==> src/hdl/bps_pkg.sv <==
`default_nettype none
package bps_pkg;

  localparam int SLOT_COUNT = 8;
  localparam int SLOT_IDX_W = (SLOT_COUNT > 1) ? $clog2(SLOT_COUNT) : 1;

  localparam logic [15:0] HANDLE_LIMIT = 16'hFFFF;

  localparam logic [1:0] OP_TICK = 2'd0;
  localparam logic [1:0] OP_ADD  = 2'd1;
  localparam logic [1:0] OP_DEL  = 2'd2;
  localparam logic [1:0] OP_NOP  = 2'd3;

  localparam logic [2:0] ST_OK        = 3'd0;
  localparam logic [2:0] ST_ZERO_LEN  = 3'd1;
  localparam logic [2:0] ST_NO_SLOT   = 3'd2;
  localparam logic [2:0] ST_EXHAUSTED = 3'd3;
  localparam logic [2:0] ST_NOT_FOUND = 3'd4;

  // request as broadcast to every cell, held for the whole walk
  typedef struct packed {
    logic [1:0]  op;
    logic [31:0] now;
    logic [31:0] start;
    logic [15:0] length;
    logic [15:0] gap;
    logic [7:0]  reps;
    logic [15:0] target;
  } req_t;

  // running record handed from cell to cell
  typedef struct packed {
    logic                  any;
    logic                  found;
    logic [SLOT_IDX_W-1:0] idx;
    logic [15:0]           top;
  } rec_t;

  // slot write after a successful add
  typedef struct packed {
    logic                  en;
    logic [SLOT_IDX_W-1:0] idx;
    logic [15:0]           handle;
  } commit_t;

endpackage
`default_nettype wire

==> src/hdl/beep_pattern_scheduler_top.sv <==
`default_nettype none
// Beep pattern scheduler: a table of SLOT_COUNT pattern slots driving one
// buzzer line.
// Input channel (in_valid / in_stall): one request per transfer, operation
// tick, add or delete, with its fields. Output channel (out_valid /
// out_stall): exactly one result per request: line level, new handle, status.
// Config channel (cfg_valid / cfg_ready): writes sound_enabled; ready is
// always high. Write it only while no request is in flight.
// Each request walks a chain of slot cells, one cell per cycle. After the
// last cell the controller registers the result (state S_DONE) and then
// raises out_valid; only then does it take the next request, so requests
// never overlap in the chain.
// A stalled result stays on the output ports; a request that finishes while
// the previous result still waits holds until it is taken, and no new
// request is taken meanwhile.
// Reset clears all slots, the last time and the line level, and sets
// sound_enabled to 1.
module beep_pattern_scheduler_top
  import bps_pkg::*;
(
  input  wire logic        clk,
  input  wire logic        rst,
  input  wire logic        in_valid,
  output logic             in_stall,
  input  wire logic [1:0]  operation,
  input  wire logic [31:0] now_ms,
  input  wire logic [15:0] start_delay,
  input  wire logic [15:0] beep_length,
  input  wire logic [15:0] repeat_gap,
  input  wire logic [7:0]  beep_count,
  input  wire logic [15:0] target_handle,
  output logic             out_valid,
  input  wire logic        out_stall,
  output logic             buzzer_on,
  output logic [15:0]      new_handle,
  output logic [2:0]       status,
  input  wire logic        cfg_valid,
  output logic             cfg_ready,
  input  wire logic        sound_enabled
);

  logic    launch;
  req_t    req;
  commit_t commit;
  logic    token [SLOT_COUNT+1];
  rec_t    rec   [SLOT_COUNT+1];

  assign token[0] = launch;
  assign rec[0]   = '0;

  for (genvar i = 0; i < SLOT_COUNT; i++) begin : g_cell
    bps_cell u_cell (
      .clk        (clk),
      .rst        (rst),
      .slot_index (SLOT_IDX_W'(i)),
      .req        (req),
      .commit     (commit),
      .token_in   (token[i]),
      .rec_in     (rec[i]),
      .token_out  (token[i+1]),
      .rec_out    (rec[i+1])
    );
  end

  bps_ctrl u_ctrl (
    .clk           (clk),
    .rst           (rst),
    .in_valid      (in_valid),
    .in_stall      (in_stall),
    .operation     (operation),
    .now_ms        (now_ms),
    .start_delay   (start_delay),
    .beep_length   (beep_length),
    .repeat_gap    (repeat_gap),
    .beep_count    (beep_count),
    .target_handle (target_handle),
    .out_valid     (out_valid),
    .out_stall     (out_stall),
    .buzzer_on     (buzzer_on),
    .new_handle    (new_handle),
    .status        (status),
    .cfg_valid     (cfg_valid),
    .cfg_ready     (cfg_ready),
    .sound_enabled (sound_enabled),
    .launch        (launch),
    .req           (req),
    .commit        (commit),
    .done_token    (token[SLOT_COUNT]),
    .done_rec      (rec[SLOT_COUNT])
  );

endmodule
`default_nettype wire

==> src/hdl/bps_cell.sv <==
`default_nettype none
module bps_cell
  import bps_pkg::*;
(
  input  wire logic                  clk,
  input  wire logic                  rst,
  input  wire logic [SLOT_IDX_W-1:0] slot_index,
  input  wire req_t                  req,
  input  wire commit_t               commit,
  input  wire logic                  token_in,
  input  wire rec_t                  rec_in,
  output logic                       token_out,
  output rec_t                       rec_out
);

  logic [15:0] handle;
  logic [31:0] start;
  logic [15:0] length;
  logic [15:0] gap;
  logic [7:0]  reps;
  logic        active;

  logic [31:0] end_time;
  logic        hit;
  logic        passed;
  logic        is_free;
  logic        match;
  rec_t        rec_next;

  always_comb begin
    end_time = start + {16'd0, length};
    hit      = (req.now >= start) && (req.now < end_time) && active;
    passed   = (req.now >= end_time);
    is_free  = (handle == 16'd0) || !active;
    match    = (handle == req.target);
    rec_next = rec_in;
    if (token_in) begin
      case (req.op)
        OP_TICK: rec_next.any = rec_in.any | hit;
        OP_ADD: begin
          if (is_free && !rec_in.found) begin
            rec_next.found = 1'b1;
            rec_next.idx   = slot_index;
          end
          if (handle > rec_in.top) rec_next.top = handle;
        end
        OP_DEL: begin
          if (match && !rec_in.found) rec_next.found = 1'b1;
        end
        default: rec_next = rec_in;
      endcase
    end
  end

  always_ff @(posedge clk) begin
    if (rst) begin
      handle    <= '0;
      start     <= '0;
      length    <= '0;
      gap       <= '0;
      reps      <= '0;
      active    <= 1'b0;
      token_out <= 1'b0;
    end else begin
      token_out <= token_in;
      if (token_in && req.op == OP_TICK && passed) begin
        // advance to the next beep or retire
        if (reps != 8'd0) begin
          start <= end_time + {16'd0, gap};
          reps  <= reps - 8'd1;
        end else begin
          active <= 1'b0;
        end
      end
      if (token_in && req.op == OP_DEL && match && !rec_in.found) begin
        handle <= '0;
        active <= 1'b0;
      end
      if (commit.en && commit.idx == slot_index) begin
        handle <= commit.handle;
        start  <= req.start;
        length <= req.length;
        gap    <= req.gap;
        reps   <= req.reps;
        active <= 1'b1;
      end
    end
  end

  always_ff @(posedge clk) begin
    rec_out <= rec_next;
  end

endmodule
`default_nettype wire

==> src/hdl/bps_ctrl.sv <==
`default_nettype none
module bps_ctrl
  import bps_pkg::*;
(
  input  wire logic        clk,
  input  wire logic        rst,
  input  wire logic        in_valid,
  output logic             in_stall,
  input  wire logic [1:0]  operation,
  input  wire logic [31:0] now_ms,
  input  wire logic [15:0] start_delay,
  input  wire logic [15:0] beep_length,
  input  wire logic [15:0] repeat_gap,
  input  wire logic [7:0]  beep_count,
  input  wire logic [15:0] target_handle,
  output logic             out_valid,
  input  wire logic        out_stall,
  output logic             buzzer_on,
  output logic [15:0]      new_handle,
  output logic [2:0]       status,
  input  wire logic        cfg_valid,
  output logic             cfg_ready,
  input  wire logic        sound_enabled,
  output logic             launch,
  output req_t             req,
  output commit_t          commit,
  input  wire logic        done_token,
  input  wire rec_t        done_rec
);

  localparam logic [1:0] S_IDLE = 2'd0;
  localparam logic [1:0] S_WALK = 2'd1;
  localparam logic [1:0] S_DONE = 2'd2;

  logic [1:0]  state;
  logic [31:0] last_time;
  logic        line_level;
  logic        sound_on;
  logic        pend_line;
  logic [15:0] pend_handle;
  logic [2:0]  pend_status;

  logic        accept;
  logic        deliver;
  logic        res_line;
  logic [15:0] res_handle;
  logic [2:0]  res_status;
  logic        res_commit;

  assign in_stall  = (state != S_IDLE);
  assign cfg_ready = 1'b1;
  assign accept    = in_valid && !in_stall;
  assign deliver   = (state == S_DONE) && (!out_valid || !out_stall);

  always_comb begin
    res_line   = line_level;
    res_handle = '0;
    res_status = ST_OK;
    res_commit = 1'b0;
    case (req.op)
      OP_TICK: res_line = sound_on & done_rec.any;
      OP_ADD: begin
        if (req.length == 16'd0) begin
          res_status = ST_ZERO_LEN;
        end else if (!done_rec.found) begin
          res_status = ST_NO_SLOT;
        end else if (done_rec.top >= HANDLE_LIMIT - 16'd1) begin
          res_status = ST_EXHAUSTED;
        end else begin
          res_handle = done_rec.top + 16'd1;
          res_commit = 1'b1;
        end
      end
      OP_DEL: begin
        if (!done_rec.found) res_status = ST_NOT_FOUND;
      end
      default: res_line = line_level;
    endcase
  end

  always_ff @(posedge clk) begin
    if (rst) begin
      state      <= S_IDLE;
      last_time  <= '0;
      line_level <= 1'b0;
      sound_on   <= 1'b1;
      launch     <= 1'b0;
      commit.en  <= 1'b0;
      out_valid  <= 1'b0;
    end else begin
      launch    <= 1'b0;
      commit.en <= 1'b0;
      if (cfg_valid && cfg_ready) sound_on <= sound_enabled;
      if (out_valid && !out_stall) out_valid <= 1'b0;
      case (state)
        S_IDLE: begin
          if (accept) begin
            if (operation == OP_TICK) last_time <= now_ms;
            launch <= 1'b1;
            state  <= S_WALK;
          end
        end
        S_WALK: begin
          if (done_token) begin
            line_level    <= res_line;
            commit.en     <= res_commit;
            commit.idx    <= done_rec.idx;
            commit.handle <= res_handle;
            state         <= S_DONE;
          end
        end
        S_DONE: begin
          if (deliver) begin
            out_valid <= 1'b1;
            state     <= S_IDLE;
          end
        end
        default: state <= S_IDLE;
      endcase
    end
  end

  always_ff @(posedge clk) begin
    if (accept) begin
      // a tick at the last time changes nothing: run it as a no-op
      if (operation == OP_TICK && now_ms == last_time) req.op <= OP_NOP;
      else req.op <= operation;
      req.now    <= now_ms;
      req.start  <= last_time + {16'd0, start_delay};
      req.length <= beep_length;
      req.gap    <= repeat_gap;
      req.reps   <= (beep_count != 8'd0) ? beep_count - 8'd1 : 8'd0;
      req.target <= target_handle;
    end
    if (state == S_WALK && done_token) begin
      pend_line   <= res_line;
      pend_handle <= res_handle;
      pend_status <= res_status;
    end
    if (deliver) begin
      buzzer_on  <= pend_line;
      new_handle <= pend_handle;
      status     <= pend_status;
    end
  end

endmodule
`default_nettype wire

==> config.mk <==
export PLATFORM = sky130hd
export DESIGN_NAME = beep_pattern_scheduler_top
export DESIGN_NICKNAME = d
export VERILOG_FILES = /design/src/hdl/bps_pkg.sv /design/src/hdl/beep_pattern_scheduler_top.sv /design/src/hdl/bps_cell.sv /design/src/hdl/bps_ctrl.sv
export SDC_FILE = /design/constraint.sdc
export NUM_CORES = 2
export LEC_CHECK = 0
export ABC_AREA = 1
export BUFFER_PORTS_ARGS = -buffer_cell sky130_fd_sc_hd__buf_2
export CORE_MARGIN = 5
export CORE_UTILIZATION = 40
export CTS_CLUSTER_SIZE = 14
export DETAILED_ROUTE_END_ITERATION = 16
export GPL_ROUTABILITY_DRIVEN = 0
export PLACE_DENSITY = 0.63
export SYNTH_ARGS = -nofsm -noshare
export SYNTH_HDL_FRONTEND = slang
export SYNTH_SLANG_ARGS = --single-unit
==> constraint.sdc <==
create_clock -name clk -period 9.5 [get_ports clk]
set_input_delay 1.9 -clock clk [delete_from_list [all_inputs] [get_ports clk]]
set_output_delay 1.9 -clock clk [all_outputs]
set_load 0.01 [all_outputs]
## After elaboration in Yosys (flattened, before gate mapping)

Cells that the tools add are included.

| cells by class | value |
|---|---|
| add/sub/neg operators | 27 |
| $lt $le $gt $ge | 33 |
| eq/ne operators | 31 |
| muxes and demuxes | 167 |
| bitwise logic cells | 14 |
| reduce and logical (&&, ||, !) cells | 189 |

Operators by type and width:

| cell | count |
|---|---|
| 32-bit 2-to-1 mux | 24 |
| 32-bit by 16-bit adder with 32-bit output | 17 |
| 32-bit >= comparator | 16 |
| 16-bit 2-to-1 mux | 27 |
| 32-bit less-than comparator | 8 |
| 8-bit 2-to-1 mux | 24 |
| 21-bit 2-to-1 mux | 7 |
| 16-bit logical NOT | 9 |
| 19-bit 2-to-1 mux | 7 |
| 16-bit == test | 8 |
| 16-bit greater-than comparator | 7 |
| 1-bit logical AND | 82 |
| 8-bit nonzero test | 9 |
| 8-bit by 1-bit subtractor with 8-bit output, second input constant | 9 |
| 1-bit 2-to-1 mux | 53 |
| 2-bit nonzero test | 25 |
| 2-bit AND reduction | 19 |
| 32-bit == test | 1 |
| 4-bit 2-to-1 mux | 8 |
| 3-bit != test, second input constant | 8 |
| 3-bit nonzero test | 8 |
| 1-bit logical NOT | 18 |
| 16-bit by 1-bit adder with 16-bit output, second input constant | 1 |
| 16-bit >= comparator, second input constant | 1 |
| 22 further kinds | 65 |

| word-level totals | value |
|---|---|
| register bits | 1,108 |
| input bits | 112 |
| output and inout port bits | 23 |
| logic and storage cells | 571 |

## Longest topological paths before layout

| logic depth | value |
|---|---|
| depth in word-level cells | 7 |
| gate-level depth with buffers | 30 |
| depth with buffers taken out | 29 |

## Hierarchy

From an unflattened synthesis, not the netlist that was laid out.

| second synthesis, totals | value |
|---|---|
| cell total of the unflattened synthesis | 12,372 |
| area, all modules | 84,850.1 µm² |

Modules (own cells, without submodules):

| module | times used | cells each | area an instance (µm²) | sequential area each (µm²) |
|---|---|---|---|---|
| bps_cell (g_cell[1].u_cell ...) | 5 | 1,430 | 9,339.0 | 2,222.1 |
| bps_cell (g_cell[0].u_cell ...) | 2 | 1,420 | 9,500.4 | 2,222.1 |
| bps_ctrl | 1 | 919 | 9,575.4 | 6,216.0 |
| bps_cell (g_cell[2].u_cell) | 1 | 1,461 | 9,571.7 | 2,222.1 |
| beep_pattern_scheduler_top | 1 | 2 | 7.5 | 0.0 |

## Least setup slack after synthesis

Ideal clock, no wire load.

| timing path | value |
|---|---|
| path type | input to register |
| start point | input port in_valid |
| end point | register u_ctrl.last_time[10] |
| setup time | 0.081 ns |
| arrival | 6.064 ns |
| path slack | 3.355 ns |
| cell stages on the path | 5 |
| buffers on the path | 1 |
| path through | nand2_1 > clkinv_1 > clkbuf_1 > nand3_1 > a21oi_1 |

| between the ends | value |
|---|---|
| longest elaborated chain between the ends | 2 |

Ends and longest elaborated chain:

| item | line | RTL |
|---|---|---|
| start, declared | beep_pattern_scheduler_top.sv:23 | `input wire logic in_valid,` |
| 1-bit logical AND | bps_ctrl.sv:52 | `assign accept = in_valid && !in_stall;` |
| via u_ctrl.accept | bps_ctrl.sv:43 | `logic accept;` |
| 3-bit AND reduction (no line) | n/a |  |
| end signal, assigned | bps_ctrl.sv:98 | `if (operation == OP_TICK) last_time <= now_ms;` |
| end, declared | bps_ctrl.sv:36 | `logic [31:0] last_time;` |

The timed path passes the listed nets, and every way through them passes these cells.
A chain may end at the register's enable or synchronous reset.

## Final worst setup path

| timing path | value |
|---|---|
| start point | register g_cell[7].u_cell.start[14] |
| end point | register g_cell[7].u_cell.start[15] |

| between the ends | value |
|---|---|
| longest elaborated chain between the ends | 5 |
| elaborated cells on any way between the ends | 9 |
| classes of those cells | 2 x add/sub; 1 x order compare; 3 x mux; 3 x reduce/logical |

Ends and longest elaborated chain:

| item | line | RTL |
|---|---|---|
| start, declared | bps_cell.sv:17 | `logic [31:0] start;` |
| start signal, assigned | bps_cell.sv:69 | `start <= end_time + {16'd0, gap};` |
| start signal, assigned | bps_cell.sv:81 | `start <= req.start;` |
| 32-bit by 16-bit adder with 32-bit output (*) | bps_cell.sv:31 | `end_time = start + {16'd0, length};` |
| 32-bit by 16-bit adder with 32-bit output or 32-bit >= comparator (tied branches) | bps_cell.sv:69, bps_cell.sv:33 |  |
| 32-bit 2-to-1 mux or 1-bit logical AND (tied branches) | bps_cell.sv:68, bps_cell.sv:66 |  |
| 32-bit 2-to-1 mux or 2-bit nonzero test (tied branches) | n/a |  |
| 32-bit 2-to-1 mux or 2-bit AND reduction (tied branches) | n/a |  |

Every way passes the cells marked *; elsewhere a longest branch is shown, timed or not. The select of a mux whose other input is x is not followed.

==> results.cfg <==
[die]
floorplan.initialDensity = 0.4015
placementRows = 165
die-area_um2 = 211800
chipHeight_um = 460.2
core_region_area_um2 = 201900
die_w_um = 460.2
top_level_ports = 135

[cells_and_area]
num-nets-final = 13060
multi_input_area_um2 = 49520
instances_no_fill = 14830
layout.filler_cells = 21070
seq_area_um2 = 23850
area_growth_pct = 10.89
final_layout_size_suffix_gt1_frac = 0.05829

[global_routing]
grt_usage = 0.3052
first_global_vias = 74620
maximum_number_of_pins_on_one_net_before_global_route_repair = 203
grt-ovfl-total = 0
grt_pass1_wl_um = 486300
antenna_found_initial = 21

[timing]
finalClockSkew_ps = 47.22
final_number_of_max_transition_violations = 0
clock.fmax_mhz = 172.9
rsz0062_at_grt = false
totalNegativeSetupSlack_ps = 0
hold-worst-slack_ps = 397.1
finalCritPeriodShare = 0.6088
timing_worst_slew_pin_value_ps = 1261
timing.final.hold_violations = 0
setup_viol_count_final = 0
timing.max_slew.rel_slack = 0.1585
final.min_clock_period_ps = 5783

[worst_setup_path]
critical_path_class = flop to flop
cp-start-kind = flop
cp_data_required_time_ps = 10240
critical-path-top-cell-by-count = sky130_fd_sc_hd__nand2_1
critPathMaxFanout = 27
timing.critical_path.slowest_stage_cell = sky130_fd_sc_hd__nor2_2
cp_cell_sequence = ha_1 > a21oi_1 > nand2_1 > inv_1 > o21ai_0 > nand2_1 > nand3_1 > nand3_1 > xor2_1 > inv_1 > ha_1 > nand2_1 > nor2_1 > nand2_1 > nor4_1 > nand2_1 > nand3_1 > nand3_2 > nor2_2 > buf_4 > a22oi_1 > a21oi_1
worstRegToRegCells = 22
slowest_delay_ps = 910
setup.worst_path.end_class = flop
r2r_end = g_cell[7].u_cell.start[15]$_SDFFE_PP0P_
critPathArrivalTime_ps = 6530
worst-r2r-setup-slack_ps = 3720
crit-reg2reg-launch = g_cell[7].u_cell.start[14]$_SDFFE_PP0P_

[hold_path]
hold_path.class = flop to flop
whs_endpoint = g_cell[4].u_cell.rec_out[16]$_DFF_P_
hold_path_depth = 2
hold_path.startpoint = g_cell[3].u_cell.rec_out[16]$_DFF_P_

[yosys]
synth_edf_count = 181
synth.yosys.seq_area_share = 0.2942
mappedNetlistArea_um2 = 81070
synthesis.yosys.warnings = 0
synthCells = 11940
synth_register_bits = 1101
yosys.cell_types.count = 68
syn_avg_cell_area_um2 = 6.789
async_reset_ff_frac = 0
syn-num-nets = 12980
synth_top_flop_cell = sky130_fd_sc_hd__dfxtp_1

[route]
via_per_inst = 5.584
post_drt_wl_per_cell_um = 22.58
wirelength_um = 334900
detail_route.iter0.violations = 10100
drt.antenna.violating_nets = 0
via_count = 82810
route.detailed.drc = 0
first_pass_iters = 8

[clock_tree]
ctsHoldBuffers = 0
clock_sink_count = 1101
max-clock-path-buffers = 3
postCtsSetupBuffers = 0
cts_root_buf = sky130_fd_sc_hd__clkbuf_16
cts_made_buffers = 138
clk_pin_slew_worst_paths_ps = 60
cts_tree = built
ctsHtreeMaxLevel = 4
cts_repair_resize_count = 0
clock_latency_ps = 830

[flow_run]
max_cap_violations = 0

[outcome]
outcome = finished, final reports clean

[placed_design]
dpl.cell_count = 14550
dp.final_hpwl_um = 237800
port_buffers = 133

[power_and_ir_drop]
power_per_cell_area_nw_per_um2 = 127.8
power.static_leakage_nw = 40.45
max-vdd-ir-drop_mv = 0.1902
post-layout-total-power_mw = 11.49
==> placed cells by master (no fill, tap or decap), types with 45 or more instances in the layout <==
master	Yosys	routed
sky130_fd_sc_hd__a21oi_1	832	832
sky130_fd_sc_hd__a22oi_1	45	45
sky130_fd_sc_hd__a31oi_1	168	168
sky130_fd_sc_hd__buf_2	57	132
sky130_fd_sc_hd__buf_4	5	176
sky130_fd_sc_hd__clkbuf_16	0	142
sky130_fd_sc_hd__dfxtp_1	920	920
sky130_fd_sc_hd__edfxtp_1	181	181
sky130_fd_sc_hd__ha_1	910	910
sky130_fd_sc_hd__inv_1	1645	1640
sky130_fd_sc_hd__nand2_1	2819	2819
sky130_fd_sc_hd__nand3_1	737	737
sky130_fd_sc_hd__nand4_1	218	218
sky130_fd_sc_hd__nor2_1	1248	1238
sky130_fd_sc_hd__nor3_1	141	141
sky130_fd_sc_hd__nor4_1	61	60
sky130_fd_sc_hd__o21ai_0	650	650
sky130_fd_sc_hd__o22ai_1	159	159
sky130_fd_sc_hd__xnor2_1	88	88
sky130_fd_sc_hd__xor2_1	334	334
==> worst max-delay path by stage <==
| stage | startpoint | to | slack (ps) |
|---|---|---|---|
| after floorplan | in_valid | u_ctrl.last_time[10]$_SDFFE_PP0P_ | 3360 |
| after global placement | g_cell[7].u_cell.length[12]$_SDFFE_PP0P_ | g_cell[7].u_cell.start[6]$_SDFFE_PP0P_ | 4060 |
| after detailed placement | g_cell[7].u_cell.start[12]$_SDFFE_PP0P_ | g_cell[7].u_cell.start[15]$_SDFFE_PP0P_ | 3950 |
| after CTS | g_cell[7].u_cell.length[12]$_SDFFE_PP0P_ | g_cell[7].u_cell.start[10]$_SDFFE_PP0P_ | 3920 |
| after global routing | g_cell[7].u_cell.length[12]$_SDFFE_PP0P_ | g_cell[7].u_cell.start[10]$_SDFFE_PP0P_ | 3300 |
| final | g_cell[7].u_cell.start[14]$_SDFFE_PP0P_ | g_cell[7].u_cell.start[15]$_SDFFE_PP0P_ | 3720 |
==> layout make-up <==
class,instances,share of cell area
Antenna cell,30,0.0008351
Clock buffer,191,0.04480
Clock inverter,59,0.008407
Inverter,1670,0.06991
Multi-Input combinational cell,8796,0.5509
Sequential cell,1101,0.2653
Tap cell,2672,0.03719
Timing Repair Buffer,311,0.02266
==> metal layers <==
layer	vias to the layer above	part of all wire	track usage
met4	6	0.066	0.1730
li1	39540	-	-
met3	879	0.12	0.08065
met2	4329	0.41	0.4429
met5	-	0.00012	0
met1	38050	0.41	0.4087
==> sequential cells by signal, indices dropped and copies added, names as in the netlist, 2 cells and up <==
register and cells:
g_cell.u_cell.gap 128, g_cell.u_cell.start 256, u_ctrl.req 122, u_ctrl.commit 20, u_ctrl.status 3, g_cell.u_cell.reps 64
g_cell.u_cell.token_out 8, g_cell.u_cell.active 8, u_ctrl.state 2, u_ctrl.pend_status 3, g_cell.u_cell.handle 128, u_ctrl.new_handle 16
u_ctrl.pend_handle 16, g_cell.u_cell.length 128, u_ctrl.last_time 32, g_cell.u_cell.rec_out 161
==> synthesized netlist by cell type (88+ instances only) <==
| library cell | count | area share |
|---|---|---|
| sky130_fd_sc_hd__a21oi_1 | 832 | 0.051 |
| sky130_fd_sc_hd__a31oi_1 | 168 | 0.013 |
| sky130_fd_sc_hd__clkbuf_1 | 249 | 0.012 |
| sky130_fd_sc_hd__dfxtp_1 | 920 | 0.23 |
| sky130_fd_sc_hd__edfxtp_1 | 181 | 0.067 |
| sky130_fd_sc_hd__ha_1 | 910 | 0.14 |
| sky130_fd_sc_hd__inv_1 | 1645 | 0.076 |
| sky130_fd_sc_hd__nand2_1 | 2819 | 0.13 |
| sky130_fd_sc_hd__nand3_1 | 737 | 0.046 |
| sky130_fd_sc_hd__nand4_1 | 218 | 0.017 |
| sky130_fd_sc_hd__nor2_1 | 1248 | 0.058 |
| sky130_fd_sc_hd__nor3_1 | 141 | 0.0087 |
| sky130_fd_sc_hd__o21ai_0 | 650 | 0.040 |
| sky130_fd_sc_hd__o22ai_1 | 159 | 0.012 |
| sky130_fd_sc_hd__xnor2_1 | 88 | 0.0095 |
| sky130_fd_sc_hd__xor2_1 | 334 | 0.036 |
==> report_power, final <==
| group | internal, mW | switching [mW] |
|---|---|---|
| clock | 3.31 | 2.30 |
| combinational | 0.254 | 0.771 |
| sequential | 4.79 | 0.0695 |
==> worst max-delay path: cells and delay by family (launching register included) <==
family / cells / cell delay, ps
AO/OA/AOI/OAI: 4 / 680
XOR/XNOR: 1 / 270
adder cells (fa/ha/maj): 2 / 640
buffers and inverters: 3 / 660
flip-flops: 1 / 340
AND/OR/NAND/NOR: 12 / 3090
==> logic make-up (layout without fill, tap and decap cells) <==
group,Yosys count,after routing,synth area share
XOR/XNOR,425,425,0.04633
other,1,31,0.00004626
buffers and inverters,2043,2231,0.09609
adder cells (fa/ha/maj),927,927,0.1446
flip-flops,1101,1101,0.2942
AO/OA/AOI/OAI,2047,2047,0.1394
AND/OR/NAND/NOR,5396,5396,0.2792
==> through the flow <==
| step | worst slack, ps | instance area, um^2 | utilization |
|---|---|---|---|
| 3_5_place_dp | 3948 | 85040 | 0.4212 |
| 5_1_grt | 3297 | 89850 | 0.4450 |
| 3_3_place_gp | 4059 | 85040 | 0.4212 |
| 6_report | 3717 | 89900 | 0.4452 |
| 4_1_cts | 3916 | 89820 | 0.4449 |
| 2_1_floorplan | 3355 | 81070 | - |
No activity file was read; power rests on OpenSTA's default activity.
